`src/rtl/c8ic_pkg.sv`:
```
// Shared types and constants for the CHIP-8 instruction core.
// Holds request codes, decoded instruction classes and the font table.
// Depends on nothing.
package c8ic_pkg;

    localparam int MEM_BYTES   = 4096;
    localparam int STACK_DEPTH = 16;
    localparam int FONT_BYTES  = 80;

    localparam logic [11:0] PC_RESET = 12'h200;
    localparam logic [15:0] OP_CLS   = 16'h00E0;
    localparam logic [15:0] OP_RET   = 16'h00EE;

    typedef enum logic [1:0] {
        REQ_WRITE = 2'd0,
        REQ_EXEC  = 2'd1,
        REQ_PIXEL = 2'd2,
        REQ_NONE  = 2'd3
    } req_t;

    typedef enum logic [3:0] {
        CL_CLS,
        CL_RET,
        CL_JP,
        CL_CALL,
        CL_SE_IMM,
        CL_SNE_IMM,
        CL_SE_REG,
        CL_SNE_REG,
        CL_LD,
        CL_ADD,
        CL_LDI,
        CL_DRW,
        CL_BAD
    } op_class_t;

    typedef struct packed {
        op_class_t   cls;
        logic [3:0]  x;
        logic [3:0]  y;
        logic [3:0]  n;
        logic [7:0]  nn;
        logic [11:0] nnn;
    } dec_t;

    localparam logic [7:0] FONT_ROM [FONT_BYTES] = '{
        8'hF0, 8'h90, 8'h90, 8'h90, 8'hF0, 8'h20, 8'h60, 8'h20, 8'h20, 8'h70,
        8'hF0, 8'h10, 8'hF0, 8'h80, 8'hF0, 8'hF0, 8'h10, 8'hF0, 8'h10, 8'hF0,
        8'h90, 8'h90, 8'hF0, 8'h10, 8'h10, 8'hF0, 8'h80, 8'hF0, 8'h10, 8'hF0,
        8'hF0, 8'h80, 8'hF0, 8'h90, 8'hF0, 8'hF0, 8'h10, 8'h20, 8'h40, 8'h40,
        8'hF0, 8'h90, 8'hF0, 8'h90, 8'hF0, 8'hF0, 8'h90, 8'hF0, 8'h10, 8'hF0,
        8'hF0, 8'h90, 8'hF0, 8'h90, 8'h90, 8'hE0, 8'h90, 8'hE0, 8'h90, 8'hE0,
        8'hF0, 8'h80, 8'h80, 8'h80, 8'hF0, 8'hE0, 8'h90, 8'h90, 8'h90, 8'hE0,
        8'hF0, 8'h80, 8'hF0, 8'h80, 8'hF0, 8'hF0, 8'h80, 8'hF0, 8'h80, 8'h80
    };

endpackage

```
`src/rtl/c8ic_decode.sv`:
```
// Instruction decoder for the CHIP-8 instruction core.
// Splits a fetched word into its class and operand fields.
// Depends on c8ic_pkg.
module c8ic_decode
(
    input  logic [15:0]    op,
    output c8ic_pkg::dec_t dec
);

    always_comb
    begin
        dec.x   = op[11:8];
        dec.y   = op[7:4];
        dec.n   = op[3:0];
        dec.nn  = op[7:0];
        dec.nnn = op[11:0];
        case (op[15:12])
            4'h0:
            begin
                if (op == c8ic_pkg::OP_CLS)
                    dec.cls = c8ic_pkg::CL_CLS;
                else if (op == c8ic_pkg::OP_RET)
                    dec.cls = c8ic_pkg::CL_RET;
                else
                    dec.cls = c8ic_pkg::CL_BAD;
            end
            4'h1:    dec.cls = c8ic_pkg::CL_JP;
            4'h2:    dec.cls = c8ic_pkg::CL_CALL;
            4'h3:    dec.cls = c8ic_pkg::CL_SE_IMM;
            4'h4:    dec.cls = c8ic_pkg::CL_SNE_IMM;
            4'h5:    dec.cls = c8ic_pkg::CL_SE_REG;
            4'h6:    dec.cls = c8ic_pkg::CL_LD;
            4'h7:    dec.cls = c8ic_pkg::CL_ADD;
            4'h9:    dec.cls = c8ic_pkg::CL_SNE_REG;
            4'hA:    dec.cls = c8ic_pkg::CL_LDI;
            4'hD:    dec.cls = c8ic_pkg::CL_DRW;
            default: dec.cls = c8ic_pkg::CL_BAD;
        endcase
    end

endmodule

```
`config.mk`:
```
export PLATFORM = sky130hd
export DESIGN_NAME = c8ic_decode
export DESIGN_NICKNAME = d
export VERILOG_FILES = /design/src/rtl/c8ic_pkg.sv /design/src/rtl/c8ic_decode.sv
export SDC_FILE = /design/constraint.sdc
export NUM_CORES = 1
export LEC_CHECK = 0
export ABC_AREA = 1
export BUFFER_PORTS_ARGS = -buffer_cell sky130_fd_sc_hd__buf_2
export CORE_AREA = 2 2 39 41
export DETAILED_ROUTE_END_ITERATION = 12
export DIE_AREA = 0 0 41 43
export GPL_TIMING_DRIVEN = 0
export PLACE_DENSITY = 0.83
export SKIP_LAST_GASP = 1
export SYNTH_ARGS = -nofsm -noshare
export SYNTH_HDL_FRONTEND = slang
export SYNTH_SLANG_ARGS = --single-unit
```
`constraint.sdc`:
```
create_clock -name vclk -period 1.7
set_input_delay 0.34 -clock vclk [all_inputs]
set_output_delay 0.34 -clock vclk [all_outputs]
set_load 0.1 [all_outputs]
```
==> flow_metrics.env <==
export IMPL_syn_inst=83
export IMPL_whs_ns=1.19
export IMPL_finalWirelength_um=1160
export IMPL_num_io_pins=52
export IMPL_clock_power_share=0
export IMPL_num_rows=14
export IMPL_cap_violations=0
export IMPL_stdcell_count=151
export IMPL_postCtsSetupBuffers=0
export IMPL_gp_congestion=0.728
export IMPL_seq_cells=0
export IMPL_layout_commonest_cell="buf_2"
export IMPL_seqPwrFrac=0
export IMPL_regArea_um2=0
export IMPL_hp_start="op[14]"
export IMPL_synthesis_nets=99
export IMPL_first_pass_iters=4
export IMPL_switching_share=0.788
export IMPL_switchingPower_mw=0.446
export IMPL_synth_area_per_cell_um2=5.70
export IMPL_synthDistinctLibCells=14
export IMPL_crit_start="op[12]"
export IMPL_seq_area_frac_synth=0
export IMPL_area_growth_pct=71.7
export IMPL_grt_start_max_net_pins=7
export IMPL_power_total_mw=0.566
export IMPL_end_kind="output pin"
export IMPL_grt_pass1_vias=475
export IMPL_hold_viol_final=0
export IMPL_layout_drive_gt1_share=0.696
export IMPL_status="finished clean"
export IMPL_vias_per_cell=4.05
export IMPL_drtIter0Drc=9
export IMPL_cp_required_ns=1.36
export IMPL_dp_hpwl_um=1040
export IMPL_most_common_layout_cells="buf_2 (48), buf_4 (32), nand2_1 (12), inv_1 (12), nor2_1 (8)"
export IMPL_cp_start_kind="input port"
export IMPL_fin_nets=153
export IMPL_cp_max_fo=6
export IMPL_drc_errors=0
export IMPL_syn_cell_area_um2=473
export IMPL_antenna_found_initial=0
export IMPL_io_buffers=52
export IMPL_start_util=0.342
export IMPL_arrival_ns=1.23
export IMPL_overflow=0
export IMPL_slew_violations=0
export IMPL_drtAntennaViolNets=0
export IMPL_wl_per_cell_um=7.69
export IMPL_crit_type="in -> out"
export IMPL_grt_usage=0.135
export IMPL_setup_viol=0
export IMPL_die_w_um=41
export IMPL_vias=611
export IMPL_p_int_mw=0.120
export IMPL_worst_pin_slew_ns=0.492
export IMPL_fmax_mhz=636
export IMPL_fin_crit_ns=1.57
export IMPL_rsz0062_at_grt="no"
export IMPL_nFillCells=152
export IMPL_irDropWorstVdd_mv=0.310
export IMPL_yosysWarnings=0
export IMPL_die_y_um=43
export IMPL_hold_class="in -> out"
export IMPL_power_density_nw_per_um2=697
export IMPL_nClkBuffers=0
export IMPL_n_antenna_cell=0
export IMPL_min_period_over_period=0.925
export IMPL_place_inst=151
export IMPL_dieArea_um2=1760
export IMPL_pwr_share_comb=1.000
export IMPL_core_um2=1380
export IMPL_power_leakage_nw=0.531
export IMPL_slew_headroom=0.674
export IMPL_grt_pass1_wl_um=1820
[logic make-up (layout without fill, tap and decap cells)]
logic type             after synthesis  in the layout  share of synthesized area
buffers and inverters               46             98                      0.619
AO/OA/AOI/OAI                        3              3                     0.0397
XOR/XNOR                             1              1                     0.0185
AND/OR/NAND/NOR                     33             33                      0.323
[final timing paths]
kind	depth (start not counted)	slack, ns	to
max	8	0.13	dec[35]
min	3	1.19	dec[33]
[final cells by class]
| class | instances | area (um^2) | area share |
|---|---|---|---|
| inverters | 14 | 65.1 | 0.0801 |
| well taps | 16 | 20.0 | 0.0247 |
| repair buffers | 52 | 282 | 0.347 |
| plain buffers | 32 | 240 | 0.296 |
| multi-input cells | 37 | 205 | 0.253 |
[power by group through the flow]
| stage | registers, mW | logic [mW] | clock network, mW |
|---|---|---|---|
| after floorplan | 0 | 0.471 | 0 |
| after global placement | 0 | 0.548 | 0 |
| after detailed placement | 0 | 0.554 | 0 |
| after CTS | 0 | 0.560 | 0 |
| after global routing | 0 | 0.588 | 0 |
| final | 0 | 0.566 | 0 |
[per-layer routing]
metal | GRT usage | part of all wire | vias to the layer above
li1 | - | - | 322
met5 | 0 | 0 | -
met4 | 0.0267 | 0.0069 | 0
met2 | 0.244 | 0.51 | 36
met3 | 0 | 0.13 | 2
met1 | 0.168 | 0.35 | 251
[Yosys cell counts, drive strengths merged]
cell / n / share of area
buf: 32 / 0.51
nand2: 15 / 0.12
inv: 14 / 0.11
nor2: 11 / 0.11
nand3: 5 / 0.063
a21oi: 2 / 0.021
nand4: 2 / 0.026
o21ai: 1 / 0.019
xor2: 1 / 0.019
[critical path: stages]
cell      delay, ns
clkbuf_4       0.18
nor2_2         0.13
nand2_2        0.06
nor2_1         0.10
nand2_1        0.08
nand3_2        0.09
nand2_1        0.07
buf_6          0.18
[stage by stage]
stage          utilization  TNS, ns  instance area (um^2)  setup WS, ns
5_1_grt              0.587        0                   812        0.0273
3_3_place_gp         0.570   -0.170                   788       -0.0671
6_report             0.587        0                   812         0.128
3_5_place_dp         0.570   -0.206                   788       -0.0782
2_1_floorplan            -   -0.129                   508        -0.129
4_1_cts              0.575        0                   796        0.0492
[repair_timing]
action                     4_1_cts  5_1_grt
resized for setup                3        5
setup endpoints to repair        3        3
hold buffers                     0        0
pin swaps                        0        0
(Power assumes the default switching activity.)
